`config.mk`:
```
export PLATFORM = sky130hd
export DESIGN_NAME = cia_prep
export DESIGN_NICKNAME = d
export VERILOG_FILES = /design/src/cia_pkg.sv /design/src/cia_prep.sv
export SDC_FILE = /design/constraint.sdc
export NUM_CORES = 1
export LEC_CHECK = 0
export ABC_AREA = 0
export BUFFER_PORTS_ARGS = -buffer_cell sky130_fd_sc_hd__buf_2
export CAP_MARGIN = 20
export CORE_ASPECT_RATIO = 1.75
export CORE_MARGIN = 1.5
export CORE_UTILIZATION = 57
export CTS_BUF_LIST = sky130_fd_sc_hd__clkbuf_16
export CTS_CLUSTER_SIZE = 24
export DETAILED_ROUTE_END_ITERATION = 10
export HOLD_SLACK_MARGIN = 0.08
export PLACE_DENSITY = 0.82
export SETUP_SLACK_MARGIN = 0.3
export SYNTH_ARGS = -nofsm -noshare
export SYNTH_HDL_FRONTEND = slang
export SYNTH_SLANG_ARGS = --single-unit
```
`constraint.sdc`:
```
create_clock -name clk_i -period 10.87 [get_ports clk_i]
set_clock_uncertainty 0.2 [all_clocks]
set_input_delay 3.261 -clock clk_i [delete_from_list [all_inputs] [get_ports clk_i]]
set_output_delay 3.261 -clock clk_i [all_outputs]
set_load 0.02 [all_outputs]
```
`src/cia_pkg.sv`:
```
`timescale 1ns / 1ps
`default_nettype none
// ----------------------------------------------------------------------------
// Checked integer ALU package
// Operation and operand type codes, and the side band word that travels
// down the pipeline next to the multiplier data.
// ----------------------------------------------------------------------------
package cia_pkg;

  localparam logic [1:0] FUNC_ADD = 2'd0;
  localparam logic [1:0] FUNC_SUB = 2'd1;
  localparam logic [1:0] FUNC_MUL = 2'd2;

  localparam logic [2:0] KIND_U16 = 3'd0;
  localparam logic [2:0] KIND_U32 = 3'd1;
  localparam logic [2:0] KIND_S32 = 3'd2;
  localparam logic [2:0] KIND_U64 = 3'd3;
  localparam logic [2:0] KIND_S64 = 3'd4;

  localparam int unsigned HalfBits = 32;

  typedef struct packed {
    logic        valid_op;
    logic        is_mul;
    logic [2:0]  kind;
    logic        neg;
    logic [63:0] as_value;
    logic        as_ovf;
  } side_t;

endpackage
`default_nettype wire

```
`src/cia_prep.sv`:
```
`timescale 1ns / 1ps
`default_nettype none
// ----------------------------------------------------------------------------
// Checked integer ALU operand stage
// Truncates and extends the operands, completes add and subtract with their
// overflow check, and forms the multiplier magnitudes and product sign.
// ----------------------------------------------------------------------------
module cia_prep import cia_pkg::*; (
  input  wire logic        clk_i,
  input  wire logic        en_i,
  input  wire logic [1:0]  func_i,
  input  wire logic [2:0]  kind_i,
  input  wire logic [63:0] operand_a_i,
  input  wire logic [63:0] operand_b_i,
  output side_t            side_o,
  output logic [63:0]      mag_a_o,
  output logic [63:0]      mag_b_o
);

  logic [64:0] xa, xb, sum;
  logic        as_ovf;
  logic [63:0] as_value;
  side_t       side_d, side_q;
  logic [63:0] mag_a_d, mag_b_d, mag_a_q, mag_b_q;

  always_comb begin
    case (kind_i)
      KIND_U16: begin
        xa = {49'd0, operand_a_i[15:0]};
        xb = {49'd0, operand_b_i[15:0]};
      end
      KIND_U32: begin
        xa = {33'd0, operand_a_i[31:0]};
        xb = {33'd0, operand_b_i[31:0]};
      end
      KIND_S32: begin
        xa = {{33{operand_a_i[31]}}, operand_a_i[31:0]};
        xb = {{33{operand_b_i[31]}}, operand_b_i[31:0]};
      end
      KIND_U64: begin
        xa = {1'b0, operand_a_i};
        xb = {1'b0, operand_b_i};
      end
      KIND_S64: begin
        xa = {operand_a_i[63], operand_a_i};
        xb = {operand_b_i[63], operand_b_i};
      end
      default: begin
        xa = '0;
        xb = '0;
      end
    endcase
  end

  assign sum = (func_i == FUNC_SUB) ? (xa - xb) : (xa + xb);

  always_comb begin
    case (kind_i)
      KIND_U16: begin
        as_ovf   = |sum[64:16];
        as_value = {48'd0, sum[15:0]};
      end
      KIND_U32: begin
        as_ovf   = |sum[64:32];
        as_value = {32'd0, sum[31:0]};
      end
      KIND_S32: begin
        as_ovf   = !((&sum[64:31]) || !(|sum[64:31]));
        as_value = {{32{sum[31]}}, sum[31:0]};
      end
      KIND_U64: begin
        as_ovf   = sum[64];
        as_value = sum[63:0];
      end
      KIND_S64: begin
        as_ovf   = sum[64] ^ sum[63];
        as_value = as_ovf ? 64'd0 : sum[63:0];
      end
      default: begin
        as_ovf   = 1'b0;
        as_value = '0;
      end
    endcase
  end

  always_comb begin
    side_d.valid_op = (func_i <= FUNC_MUL) && (kind_i <= KIND_S64);
    side_d.is_mul   = (func_i == FUNC_MUL);
    side_d.kind     = kind_i;
    side_d.neg      = xa[64] ^ xb[64];
    side_d.as_value = as_value;
    side_d.as_ovf   = as_ovf;
    mag_a_d         = xa[64] ? (64'd0 - xa[63:0]) : xa[63:0];
    mag_b_d         = xb[64] ? (64'd0 - xb[63:0]) : xb[63:0];
  end

  always_ff @(posedge clk_i) begin
    if (en_i) begin
      side_q  <= side_d;
      mag_a_q <= mag_a_d;
      mag_b_q <= mag_b_d;
    end
  end

  assign side_o  = side_q;
  assign mag_a_o = mag_a_q;
  assign mag_b_o = mag_b_q;

endmodule
`default_nettype wire

```
==> out/results.ini <==
[placement]
place_inst=2780
port_buffers=333
place.gp.congestion=1.081
dpl_cell_area_mm2=0.01944
dp_hpwl_mm=55.63

[worst_hold_path]
hold_path_class=in2reg
hold_path.startpoint=func_i[0]

[die]
die_area_mm2=0.03116
rows=83
ios=334
die_w_um=134.1
core_mm2=0.02949
die_h_um=232.4
initial_utilization_pct=58.12

[route]
drt-total-wl_mm=71.13
vias=18920
dr.pass1.iters=8
antenna_left=0
drc=0
wire_per_inst_um=25.29
drtIter0Drc=2160
vias_per_cell=6.726

[sta]
setup_violations=0
grt_setup_unrepaired=no
slew_headroom_pct=24.36
worst_pin_slew_ns=1.130
final_max_slew_viol_count=0
fmax_mhz=98.73
fin_tns_setup_ns=0
period_needed_ns=10.13
fin_crit_sh_pct=93.18
hold_viol=0

[clock_network]
clock_path_buffers=2
path_clk_slew_ns=0.07
cts_tree=built
cts_buffers=17
clock-sinks=199
htreeDepth=4
root_buffer=clkbuf_16

[synth]
yosysSeqAreaShare_pct=34.86
netlist_area_mm2=0.01714
synthSimpleGateAreaFrac_pct=24.16
ys_seq_elements=199
async_flop_share_pct=0
synth_compound_area_share_pct=22.41
syn-instance-count=2113
synthMuxAreaShare_pct=0.9344
synth-edff-count=199
synth_top_family_by_area=simple AND/OR/NAND/NOR gates
yosys_warnings=0
synth_ff_type=edfxtp_1
synthXorXnorAreaFrac_pct=8.278
syn_avg_cell_area_um2=8.112
syn_nets=2317
synth_fa_ha_area_share_pct=5.081
synth_cell_types=90

[setup_path]
end_kind=flip-flop
crit_top_cell=o21ai_0
critPathTopFamily=simple AND/OR/NAND/NOR gates
cp_max_fo=7
cp.arrival_ns=10.12
path_class=in2reg
slowest_delay_ns=0.42
cp_slowest_cell=or2_2
path_buf_inv=3
cp.required_ns=10.86
crit_start=operand_b_i[18]
cp-start-kind=primary input

[final_layout]
n_fill_cell=2459
design_area_mm2=0.02005
diodes=0
final_cells=2813
drive_gt1_share_pct=20.86
nets=2622
area_delta_synth_final_pct=16.96

[job]
maxCapViolCount=0

[grt]
antenna_found_initial=0
grt_pass1_vias=18180
overflow=0
grt_pass1_wl_mm=104.4
grt_usage_pct=44.86
grt_max_degree=76

[pwr]
vdd_drop_max_uv=127.1
power_density_mw_per_mm2=142.3
p_leak_nw=8.445

[run_status]
status=finished clean

per-stage QoR:
| step | util [%] | hold WS, ns | power [W] | setup slack (ns) |
|---|---|---|---|---|
| floorplan | - | 3.160 | 0.001714 | 0.6759 |
| global placement | 65.92 | 3.391 | 0.002149 | 0.6007 |
| detailed placement | 65.92 | 3.401 | 0.002165 | 0.3759 |
| CTS | 67.88 | 2.910 | 0.002812 | 0.8490 |
| global route | 67.97 | 2.921 | 0.002948 | 0.2518 |
| finish | 67.97 | 2.929 | 0.002853 | 0.7410 |
placed cells by master, fill, tap and decap left out, types with 24 or more instances in the layout:
cell,netlist,final
and3_1,24,24
buf_2,20,332
or3_1,35,35
nand4_1,50,50
nor2_1,237,233
edfxtp_1,199,199
nor4_1,24,24
nand3_1,39,39
o211ai_1,26,26
nor3_1,51,51
a21o_1,30,30
buf_4,1,85
ha_1,68,68
xor2_1,78,78
nand2_1,267,267
inv_1,52,55
a21oi_1,210,210
o21ai_0,157,156
xnor2_1,84,84
a31oi_1,29,29
area by class of cell:
cell class	count	area (um2)	area share, %
clock buffers	17	425.4	2.122
clock inverters	15	152.6	0.7615
inverters	52	195.2	0.9737
multi-input cells	1728	10470	52.23
flip-flops and latches	199	5976	29.81
well taps	382	478.0	2.384
repair buffers	420	2349	11.72
Yosys cell counts (20+ instances only):
| library cell | instances | area share, % |
|---|---|---|
| nand2_1 | 267 | 5.8 |
| nor2_1 | 237 | 5.2 |
| a21oi_1 | 210 | 6.1 |
| edfxtp_1 | 199 | 35 |
| o21ai_0 | 157 | 4.6 |
| clkbuf_1 | 99 | 2.2 |
| xnor2_1 | 84 | 4.3 |
| xor2_1 | 78 | 4.0 |
| ha_1 | 68 | 5.0 |
| inv_1 | 52 | 1.1 |
| nor3_1 | 51 | 1.5 |
| nand4_1 | 50 | 1.8 |
| nand3_1 | 39 | 1.1 |
| or3_1 | 35 | 1.3 |
| a21o_1 | 30 | 1.3 |
| a31oi_1 | 29 | 1.1 |
| o211ai_1 | 26 | 1.1 |
| and3_1 | 24 | 0.88 |
| nor4_1 | 24 | 0.88 |
| and2_1 | 22 | 0.80 |
| o31ai_1 | 22 | 0.96 |
| buf_2 | 20 | 0.58 |
final timing paths:
path | end | slack [ns] | cells after the start
worst max-delay path | side_o[0] | 0.74 | 31
worst min-delay path | side_o[69] | 2.93 | 2
what timing repair did:
item                       in CTS  in global routing
resized for setup               0                  5
buffers inserted                0                  0
hold buffers                    0                  0
setup endpoints to repair       0                  1
report_power, final:
part           switching [W]  internal, W  leakage [nW]  total, W
registers          0.0000257     0.000963          1.92  0.000989
logic               0.000824     0.000383          6.24   0.00121
clock network       0.000316     0.000341         0.289  0.000657
registers in the layout (all words and copies together), names as in the netlist:
register,cells
mag_b_o,64
mag_a_o,64
side_o,71
logic make-up (layout without fill, tap and decap cells):
family	after synthesis	count (layout)
buf+inv	186	504
fa+ha+maj	69	69
compound gates	629	629
mux	15	15
simple gates	853	853
flops	199	199
xor+xnor	162	162
layer usage:
metal | part of all wire [%] | wire (um) | GRT usage (%)
met1 | 30 | 21690 | 43.62
met2 | 49 | 34930 | 76.82
met3 | 8.3 | 5925 | 9.303
met4 | 12 | 8583 | 45.23
met5 | 0 | 0 | 0
Note: power is estimated with default switching activity, not from simulation.
