File: src/cia_pkg.sv
`timescale 1ns / 1ps
`default_nettype none
// ----------------------------------------------------------------------------
// Checked integer ALU package
// Operation and operand type codes, and the side band word that travels
// down the pipeline next to the multiplier data.
// ----------------------------------------------------------------------------
package cia_pkg;

  localparam logic [1:0] FUNC_ADD = 2'd0;
  localparam logic [1:0] FUNC_SUB = 2'd1;
  localparam logic [1:0] FUNC_MUL = 2'd2;

  localparam logic [2:0] KIND_U16 = 3'd0;
  localparam logic [2:0] KIND_U32 = 3'd1;
  localparam logic [2:0] KIND_S32 = 3'd2;
  localparam logic [2:0] KIND_U64 = 3'd3;
  localparam logic [2:0] KIND_S64 = 3'd4;

  localparam int unsigned HalfBits = 32;

  typedef struct packed {
    logic        valid_op;
    logic        is_mul;
    logic [2:0]  kind;
    logic        neg;
    logic [63:0] as_value;
    logic        as_ovf;
  } side_t;

endpackage
`default_nettype wire

File: src/cia_fmt.sv
`timescale 1ns / 1ps
`default_nettype none
// ----------------------------------------------------------------------------
// Checked integer ALU result stage
// Applies the product sign, checks the product against the type's range and
// selects the final word into the output register.
// ----------------------------------------------------------------------------
module cia_fmt import cia_pkg::*; (
  input  wire logic         clk_i,
  input  wire logic         en_i,
  input  wire side_t        side_i,
  input  wire logic [127:0] prod_i,
  output logic [63:0]       value_o,
  output logic              overflow_o
);

  logic [63:0] slow;
  logic        m_ovf;
  logic [63:0] m_value;
  logic [63:0] value_d, value_q;
  logic        ovf_d, ovf_q;

  assign slow = side_i.neg ? (64'd0 - prod_i[63:0]) : prod_i[63:0];

  always_comb begin
    case (side_i.kind)
      KIND_U16: begin
        m_ovf   = |prod_i[127:16];
        m_value = {48'd0, prod_i[15:0]};
      end
      KIND_U32: begin
        m_ovf   = |prod_i[127:32];
        m_value = {32'd0, prod_i[31:0]};
      end
      KIND_S32: begin
        m_ovf   = side_i.neg ? (prod_i[63:0] > 64'h0000_0000_8000_0000) : (|prod_i[63:31]);
        m_value = {{32{slow[31]}}, slow[31:0]};
      end
      KIND_U64: begin
        m_ovf   = |prod_i[127:64];
        m_value = prod_i[63:0];
      end
      KIND_S64: begin
        m_ovf   = (|prod_i[127:64]) ||
                  (side_i.neg ? (prod_i[63:0] > 64'h8000_0000_0000_0000) : prod_i[63]);
        m_value = m_ovf ? 64'd0 : slow;
      end
      default: begin
        m_ovf   = 1'b0;
        m_value = '0;
      end
    endcase
  end

  always_comb begin
    if (!side_i.valid_op) begin
      value_d = '0;
      ovf_d   = 1'b0;
    end else if (side_i.is_mul) begin
      value_d = m_value;
      ovf_d   = m_ovf;
    end else begin
      value_d = side_i.as_value;
      ovf_d   = side_i.as_ovf;
    end
  end

  always_ff @(posedge clk_i) begin
    if (en_i) begin
      value_q <= value_d;
      ovf_q   <= ovf_d;
    end
  end

  assign value_o    = value_q;
  assign overflow_o = ovf_q;

endmodule
`default_nettype wire

File: config.mk
export PLATFORM = sky130hd
export DESIGN_NAME = cia_fmt
export DESIGN_NICKNAME = d
export VERILOG_FILES = /design/src/cia_pkg.sv /design/src/cia_fmt.sv
export SDC_FILE = /design/constraint.sdc
export NUM_CORES = 1
export LEC_CHECK = 0
export BUFFER_PORTS_ARGS = -buffer_cell sky130_fd_sc_hd__buf_2
export CAP_MARGIN = 0
export CELL_PAD_IN_SITES_DETAIL_PLACEMENT = 1
export CELL_PAD_IN_SITES_GLOBAL_PLACEMENT = 1
export CORE_MARGIN = 2
export CORE_UTILIZATION = 35
export CTS_BUF_LIST = sky130_fd_sc_hd__clkbuf_4
export CTS_CLUSTER_SIZE = 25
export DETAILED_ROUTE_END_ITERATION = 8
export HOLD_SLACK_MARGIN = 0.08
export PLACE_DENSITY_LB_ADDON = 0.1
export SLEW_MARGIN = 0
export SYNTH_ARGS = -nofsm -noshare
export SYNTH_HDL_FRONTEND = slang
export SYNTH_SLANG_ARGS = --single-unit
File: constraint.sdc
create_clock -name clk_i -period 3.6 [get_ports clk_i]
set_input_delay 0.72 -clock clk_i [delete_from_list [all_inputs] [get_ports clk_i]]
set_output_delay 0.72 -clock clk_i [all_outputs]
set_load 0.01 [all_outputs]
==> results.sh, run 1 <==
export IMPL_status="finished, final reports clean"
export IMPL_leakage_uw=0.00299
export IMPL_synth_seq_area_share=0.331
export IMPL_grt_total_usage=0.315
export IMPL_synthTopCellsByCount="84 x nand2_1, 65 x edfxtp_1, 52 x a21oi_1, 36 x clkbuf_1, 36 x nor2_1"
export IMPL_period_share=0.878
export IMPL_cts_tree="built"
export IMPL_synthArstFlopShare=0
export IMPL_syn2layout_area_growth_pct=35.1
export IMPL_routed_wl_mm=28.3
export IMPL_dr_first_iter_drc_count=535
export IMPL_ir_drop_uv=131
export IMPL_worst_path_buf_inv=3
export IMPL_period_minus_slack_ns=3.16
export IMPL_dieArea_mm2=0.0179
export IMPL_cp_max_fo=5
export IMPL_syn_avg_cell_area_um2=8.26
export IMPL_numCtsBuffers=9
export IMPL_finalMaxSlewViolations=0
export IMPL_via_count=7480
export IMPL_port_buffers=265
export IMPL_worstHoldStart="side_i[6]"
export IMPL_start_kind="primary input"
export IMPL_grt_use_met2=0.539
export IMPL_synth_top_area_frac=0.331
export IMPL_setup_viol=0
export IMPL_syn_num_nets=915
export IMPL_busiest_layer="met2"
export IMPL_rows=47
export IMPL_drv_cap=0
export IMPL_final_cell_area_mm2=0.00796
export IMPL_grt_overflow_total=0
export IMPL_syn_inst=713
export IMPL_hold_viol=0
export IMPL_post_route_util=0.482
export IMPL_synth_distinct_cells=74
export IMPL_drt_wirelength_per_cell_um=23.1
export IMPL_antenna_found_initial=1
export IMPL_synthFlopType="edfxtp_1"
export IMPL_crit_path_cell_trace="buf_2 -> or4_1 -> or3_1 -> or3_1 -> buf_4 -> o41ai_1 -> buf_4 -> xnor2_1 -> nand2_1 -> a31oi_1"
export IMPL_whs_endpoint="value_o[5]$_SDFFCE_PN0P_"
export IMPL_htree_num_levels=3
export IMPL_cts_hold_buf=0
export IMPL_grt_max_degree=39
export IMPL_hp_class="in -> reg"
export IMPL_dp_hpwl_mm=22.0
export IMPL_worst_pin_slew_ns=0.849
export IMPL_initial_core_util=0.356
export IMPL_whs_path_depth=3
export IMPL_fmax_ghz=0.316
export IMPL_rsz0062_at_grt="false"
export IMPL_max_clock_path_buffers=2
export IMPL_yosysTopAreaCell="edfxtp_1"
export IMPL_crit_arrival_ns=3.46
export IMPL_cp_slowest_cell="or4_1"
export IMPL_placedCellCount=1211
export IMPL_gp_congestion=0.898
export IMPL_die_x_um=134
export IMPL_drc=0
export IMPL_criticalPathCategory="in -> reg"
export IMPL_powerDensity_mw_per_mm2=260
export IMPL_gr_usage_met1=0.418
export IMPL_yosys_register_bits=65
export IMPL_ys_top_cells_by_area="edfxtp_1 33%, nand2_1 5.4%, a21oi_1 4.4%, nor4_1 3.7%, a31oi_1 3.5%"
export IMPL_netlist_area_mm2=0.00589
export IMPL_clock_sinks=65
export IMPL_cts_setup_buffers=0
export IMPL_nets=1204
export IMPL_p_total_uw=2070
export IMPL_yosysMostFrequentCell="nand2_1"
export IMPL_met3_usage=0.0407
export IMPL_final_cell_count_no_fill=1225
export IMPL_vias_per_cell=6.11
export IMPL_ant_nets=0
export IMPL_yosysWarnings=0
export IMPL_io_pins=266
export IMPL_placed_area_mm2=0.00784
export IMPL_core_region_area_mm2=0.0165
export IMPL_drive_gt1_frac=0.372
export IMPL_critPathTopFamily="simple AND/OR/NAND/NOR gates"
export IMPL_slowest_delay_ns=0.57
export IMPL_critPathCaptureType="register"
export IMPL_grt_pass1_wl_mm=43.5
export IMPL_die_h_um=134
export IMPL_cts_resized=0
export IMPL_cts_root_buf="clkbuf_4"
export IMPL_clk_pin_slew_ns=0.13
export IMPL_drtPass1Iterations=5
export IMPL_relSlewSlack=0.434
export IMPL_fin_setup_tns_ns=0
export IMPL_crit_required_ns=3.90
export IMPL_synth_enable_flop_cells=65
export IMPL_grt_pass1_vias=7736
power by group:
group	switching (µW)	leakage (µW)	internal (µW)
clock network	308	0.0000635	198
registers	18.5	0.000621	897
logic	382	0.00231	262
metrics by stage:
stage	setup slack, ns	hold slack [ns]
2_1_floorplan	0.308	0.832
3_3_place_gp	-0.0265	1.08
3_5_place_dp	0.0259	1.09
4_1_cts	0.476	0.581
5_1_grt	0.290	0.617
6_report	0.438	0.612
cells by family (layout without fill, tap and decap cells):
group,count (synthesis),in the layout,synth area share
and+or+nand+nor,322,322,0.302
AOI/OAI and AO/OA,240,240,0.284
DFF,65,65,0.331
buffers and inverters,62,353,0.0448
xor gates and xnor gates,21,21,0.0312
muxes,2,2,0.00382
adders and majority gates,1,1,0.00212
other,0,1,0
sequential cells by signal, indices dropped and copies added, names as in the netlist:
name        count
overflow_o      1
value_o        64
worst max path at each step:
stage               start                         to  slack (ns)  cells after the start
2_1_floorplan  prod_i[40]  value_o[58]$_SDFFCE_PN0P_        0.31                      8
3_3_place_gp   prod_i[40]  value_o[62]$_SDFFCE_PN0P_       -0.03                     10
3_5_place_dp   prod_i[41]  value_o[62]$_SDFFCE_PN0P_        0.03                     10
4_1_cts        prod_i[41]  value_o[62]$_SDFFCE_PN0P_        0.48                     10
5_1_grt        prod_i[41]  value_o[62]$_SDFFCE_PN0P_        0.29                     10
6_report       prod_i[41]  value_o[62]$_SDFFCE_PN0P_        0.44                     10
cell type report:
| cell class | count | area, µm² |
|---|---|---|
| inverters | 8 | 30.0 |
| clock inverters | 4 | 47.5 |
| diodes | 1 | 2.50 |
| repair buffers | 332 | 1900 |
| clock buffers | 9 | 67.6 |
| well taps | 220 | 275 |
| fillers | 2111 | 8570 |
| multi-input cells | 586 | 3680 |
| flip-flops and latches | 65 | 1950 |
layer usage:
layer	vias up	wire length, µm
met2	357	13800
met5	-	0
met1	3675	12100
li1	3409	-
met4	0	542
met3	39	1830
cells in the final DEF, fill, tap and decap left out, drive strengths merged, types with 8 or more instances in the layout:
| cell | synthesis | routed |
|---|---|---|
| buf | 17 | 332 |
| nand2 | 86 | 86 |
| edfxtp | 65 | 65 |
| a21oi | 53 | 53 |
| nor4 | 40 | 40 |
| nor2 | 37 | 37 |
| o21ai | 37 | 37 |
| a31oi | 33 | 33 |
| nor3 | 28 | 28 |
| nor2b | 26 | 26 |
| nand3 | 26 | 26 |
| or3 | 18 | 18 |
| xnor2 | 17 | 17 |
| o41ai | 17 | 17 |
| a211oi | 17 | 17 |
| nand4 | 17 | 17 |
| a22oi | 13 | 13 |
| o31ai | 13 | 13 |
| a221oi | 11 | 11 |
| or4 | 9 | 9 |
| clkbuf | 36 | 9 |
| inv | 8 | 8 |
No activity file was read; power rests on OpenSTA's default activity.
==> inputs of run 2 (changes only) <==
CORE_MARGIN = unset   (was 2)
==> results.sh, run 2 (synthesis results as in run 1) <==
export IMPL_wl_met3_mm=1.77
export IMPL_grt_pass1_vias=7643
export IMPL_cp_max_fo=8
export IMPL_ir_drop_uv=157
export IMPL_dieArea_mm2=0.0174
export IMPL_drt_wirelength_per_cell_um=23.0
export IMPL_rsz0062_at_grt="false"
export IMPL_crit_path_cell_trace="buf_2 -> or4_1 -> nor4_1 -> nand2_1 -> o31a_1 -> o311ai_1 -> o21ai_1 -> a211oi_1"
export IMPL_grt_overflow_total=0
export IMPL_die_x_um=132
export IMPL_gp_congestion=0.880
export IMPL_period_share=0.886
export IMPL_htree_num_levels=3
export IMPL_grt_max_degree=44
export IMPL_status="finished, final reports clean"
export IMPL_cts_resized=0
export IMPL_endpoint="value_o[41]$_SDFFCE_PN0P_"
export IMPL_leakage_uw=0.00303
export IMPL_place_ws_ns=-0.0170
export IMPL_finalMaxSlewViolations=0
export IMPL_cts_hold_buf=0
export IMPL_grt_pass1_wl_mm=43.7
export IMPL_dp_hpwl_mm=21.8
export IMPL_cts_setup_buffers=0
export IMPL_io_pins=266
export IMPL_hold_viol=0
export IMPL_grt_total_usage=0.326
export IMPL_core_region_area_mm2=0.0165
export IMPL_final_cell_area_mm2=0.00803
export IMPL_worst_pin_slew_ns=0.814
export IMPL_clk_pin_slew_ns=0.13
export IMPL_cts_tree="built"
export IMPL_ant_nets=0
export IMPL_initial_core_util=0.356
export IMPL_fin_ws_ns=0.412
export IMPL_criticalPathCategory="in -> reg"
export IMPL_m1WireLength_mm=12.4
export IMPL_nets=1206
export IMPL_drive_gt1_frac=0.375
export IMPL_final_cell_mix="265 x buf_2, 84 x nand2_1, 65 x edfxtp_1, 62 x buf_4, 52 x a21oi_1"
export IMPL_period_minus_slack_ns=3.19
export IMPL_rows=47
export IMPL_setup_viol=0
export IMPL_max_clock_path_buffers=2
export IMPL_vias_per_cell=6.07
export IMPL_drtPass1Iterations=5
export IMPL_relSlewSlack=0.456
export IMPL_wl_met2_mm=13.5
export IMPL_crit_path_start="prod_i[27]"
export IMPL_drc=0
export IMPL_clock_sinks=65
export IMPL_via_count=7463
export IMPL_slowest_delay_ns=0.57
export IMPL_final_common_cell="buf_2"
export IMPL_port_buffers=265
export IMPL_placed_area_mm2=0.00787
export IMPL_crit_arrival_ns=3.44
export IMPL_drv_cap=0
export IMPL_routed_wl_mm=28.3
export IMPL_syn2layout_area_growth_pct=36.4
export IMPL_critPathCaptureType="register"
export IMPL_hp_class="in -> reg"
export IMPL_cp_slowest_cell="or4_1"
export IMPL_start_kind="primary input"
export IMPL_cts_root_buf="clkbuf_4"
export IMPL_routed_top_layer="met4"
export IMPL_powerDensity_mw_per_mm2=272
export IMPL_dr_first_iter_drc_count=470
export IMPL_die_h_um=132
export IMPL_largest_reg_flops=64
export IMPL_antenna_found_initial=1
export IMPL_crit_required_ns=3.85
export IMPL_fmax_ghz=0.314
export IMPL_holdWs_ns=0.631
export IMPL_numCtsBuffers=9
==> run 2: cell count changes in the layout (fill, tap and decap cells not counted), sizes merged <==
| cell | change |
|---|---|
| clkinvlp | -1 |
| clkinv | -1 |
| buf | +2 |
| clkbuf | +4 |
| bufinv | +1 |
==> run 2: routing by layer <==
metal	GRT usage	vias to the layer above
met2	0.544	343
li1	-	3408
met4	0.110	0
met5	0	-
met3	0.0451	40
met1	0.433	3672
==> run 2: worst min-delay path by stage <==
stage                    start                   endpoint  cells after the start
floorplan                 en_i   overflow_o$_SDFFCE_PN0P_                      0
global placement     side_i[6]   value_o[5]$_SDFFCE_PN0P_                      3
detailed placement   side_i[6]   value_o[5]$_SDFFCE_PN0P_                      3
CTS                  side_i[6]   value_o[5]$_SDFFCE_PN0P_                      3
global route        side_i[21]  value_o[20]$_SDFFCE_PN0P_                      3
finish               side_i[6]   value_o[5]$_SDFFCE_PN0P_                      3
==> run 2: through the flow <==
| step | TNS, ns | power [µW] | utilization | cells |
|---|---|---|---|---|
| 2_1_floorplan | 0 | 1210 | - | 713 |
| 3_3_place_gp | 0 | 1550 | 0.476 | 1213 |
| 3_5_place_dp | -0.0170 | 1570 | 0.476 | 1213 |
| 4_1_cts | 0 | 2190 | 0.486 | 1229 |
| 5_1_grt | 0 | 2270 | 0.486 | 1230 |
| 6_report | 0 | 2190 | 0.486 | 1230 |
==> run 2: area by class of cell <==
class / instances / area (µm²)
Fill cell: 2075 / 8490
Clock inverter: 3 / 65.1
Timing Repair Buffer: 334 / 1930
Inverter: 8 / 30.0
Antenna cell: 1 / 2.50
Tap cell: 220 / 275
Multi-Input combinational cell: 586 / 3680
Sequential cell: 65 / 1950
Clock buffer: 13 / 97.6
==> run 2: report_power, final <==
| group | switching [µW] | internal (µW) | leakage (µW) | total (µW) |
|---|---|---|---|---|
| Combinational | 387 | 264 | 0.00232 | 651 |
| Sequential | 17.6 | 897 | 0.000621 | 914 |
| Clock | 308 | 313 | 0.0000920 | 620 |
==> run 2: critical path, delay by kind of cell <==
kind / cells / cell delay (ns)
compound gates: 4 / 1.30
simple gates: 3 / 1.28
buf+inv: 1 / 0.13
==> inputs of run 3 (changes only) <==
GPL_TIMING_DRIVEN = 0   (was unset)
==> results.sh, run 3 (synthesis results as in run 1) <==
export IMPL_die_h_um=132
export IMPL_dp_hpwl_mm=21.7
export IMPL_fmax_ghz=0.293
export IMPL_drc=0
export IMPL_grt_overflow_total=0
export IMPL_cts_tree="built"
export IMPL_clk_pin_slew_ns=0.12
export IMPL_final_cell_mix="271 x buf_2, 84 x nand2_1, 65 x edfxtp_1, 52 x a21oi_1, 36 x nor2_1"
export IMPL_relSlewSlack=0.352
export IMPL_hp_class="in -> reg"
export IMPL_hold_viol=0
export IMPL_cp_max_fo=7
export IMPL_rsz0062_at_grt="false"
export IMPL_worstHoldStart="side_i[6]"
export IMPL_grt_pass1_vias=7366
export IMPL_final_cell_count_no_fill=1210
export IMPL_antenna_found_initial=1
export IMPL_ir_drop_uv=160
export IMPL_final_common_cell="buf_2"
export IMPL_clock_sinks=65
export IMPL_critPathCaptureType="register"
export IMPL_vias_per_cell=6.12
export IMPL_dr_first_iter_drc_count=653
export IMPL_largest_reg_flops=64
export IMPL_comb_power_share=0.304
export IMPL_status="finished, final reports clean"
export IMPL_cts_hold_buf=0
export IMPL_rows=47
export IMPL_cts_root_buf="clkbuf_4"
export IMPL_p_seq_frac=0.444
export IMPL_drive_gt1_frac=0.325
export IMPL_htree_num_levels=3
export IMPL_io_pins=266
export IMPL_criticalPathCategory="in -> reg"
export IMPL_p_total_uw=2060
export IMPL_grt_pass1_wl_mm=42.2
export IMPL_crit_path_start="prod_i[14]"
export IMPL_port_buffers=260
export IMPL_dieArea_mm2=0.0174
export IMPL_setup_viol=0
export IMPL_syn2layout_area_growth_pct=29.7
export IMPL_holdWs_ns=0.628
export IMPL_powerDensity_mw_per_mm2=269
export IMPL_leakage_uw=0.00277
export IMPL_fin_setup_tns_ns=0
export IMPL_p_int_uw=1360
export IMPL_routed_wl_mm=28.1
export IMPL_ant_nets=0
export IMPL_grt_total_usage=0.320
export IMPL_drv_cap=0
export IMPL_via_count=7407
export IMPL_drt_wirelength_per_cell_um=23.2
export IMPL_clkPwrFrac=0.252
export IMPL_numCtsBuffers=9
export IMPL_worst_pin_slew_ns=0.971
export IMPL_initial_core_util=0.356
export IMPL_gp_congestion=0.939
export IMPL_core_region_area_mm2=0.0165
export IMPL_start_kind="primary input"
export IMPL_grt_max_degree=66
export IMPL_crit_required_ns=3.91
export IMPL_crit_arrival_ns=3.73
export IMPL_max_clock_path_buffers=2
export IMPL_period_minus_slack_ns=3.42
export IMPL_drtPass1Iterations=6
export IMPL_switchingPower_uw=702
export IMPL_period_share=0.949
export IMPL_nets=1186
export IMPL_finalMaxSlewViolations=0
export IMPL_switching_share=0.341
export IMPL_die_x_um=132
export IMPL_placedCellCount=1193
export IMPL_cts_setup_buffers=0
run 3: cell types whose count changed in the layout (fill, tap and decap cells not counted), sizes merged:
cell / delta
dlygate4sd1: +1
buf: -57
clkinv: +3
bufinv: -1
clkbuf: +34
run 3: layout make-up:
type                       instances  area, µm²
sequential                        65       1950
timing repair buffer             260       1300
clock buffer                      11       82.6
inverter                           8       30.0
antenna                            1       2.50
fill                            2099       8880
tap                              220        275
buffer                            54        235
clock inverter                     5       46.3
multi-input combinational        586       3710
run 3: metal layers:
layer | vias to the layer above | global-route usage | wire length [µm]
met5 | - | 0 | 0
met4 | 0 | 0.0840 | 454
met3 | 37 | 0.0586 | 2140
met2 | 342 | 0.543 | 13700
met1 | 3641 | 0.417 | 11800
li1 | 3387 | - | -
run 3: worst paths after layout:
check                         to  cells after the start
min     value_o[5]$_SDFFCE_PN0P_                      3
max    value_o[62]$_SDFFCE_PN0P_                      9
run 3: worst max-delay path: stages:
cell and delay [ns]:
buf_2 0.14, nor3_1 0.49, and4_1 0.28, clkbuf_1 0.32, nand4_1 0.49, o41ai_1 0.80, xnor2_1 0.21, nand2_1 0.09
a31oi_1 0.18
run 3: metrics by stage:
| stage | utilization | area (µm²) | worst slack [ns] |
|---|---|---|---|
| after floorplan | - | 5890 | 0.308 |
| after global placement | 0.452 | 7470 | -0.431 |
| after detailed placement | 0.452 | 7470 | -0.463 |
| after CTS | 0.460 | 7600 | 0.0419 |
| after global routing | 0.462 | 7640 | 0.0370 |
| final | 0.462 | 7640 | 0.183 |
run 3: repair_timing:
item	CTS	global route
resized for setup	0	8
endpoints found under the hold margin	0	0
setup endpoints to repair	0	20
run 3: power by group through the flow:
stage / Clock, µW / Combinational [µW] / Sequential (µW)
final: 519 / 626 / 913
after global routing: 554 / 673 / 918
after CTS: 528 / 616 / 914
after detailed placement: 0 / 613 / 932
after global placement: 0 / 602 / 931
after floorplan: 0 / 252 / 962
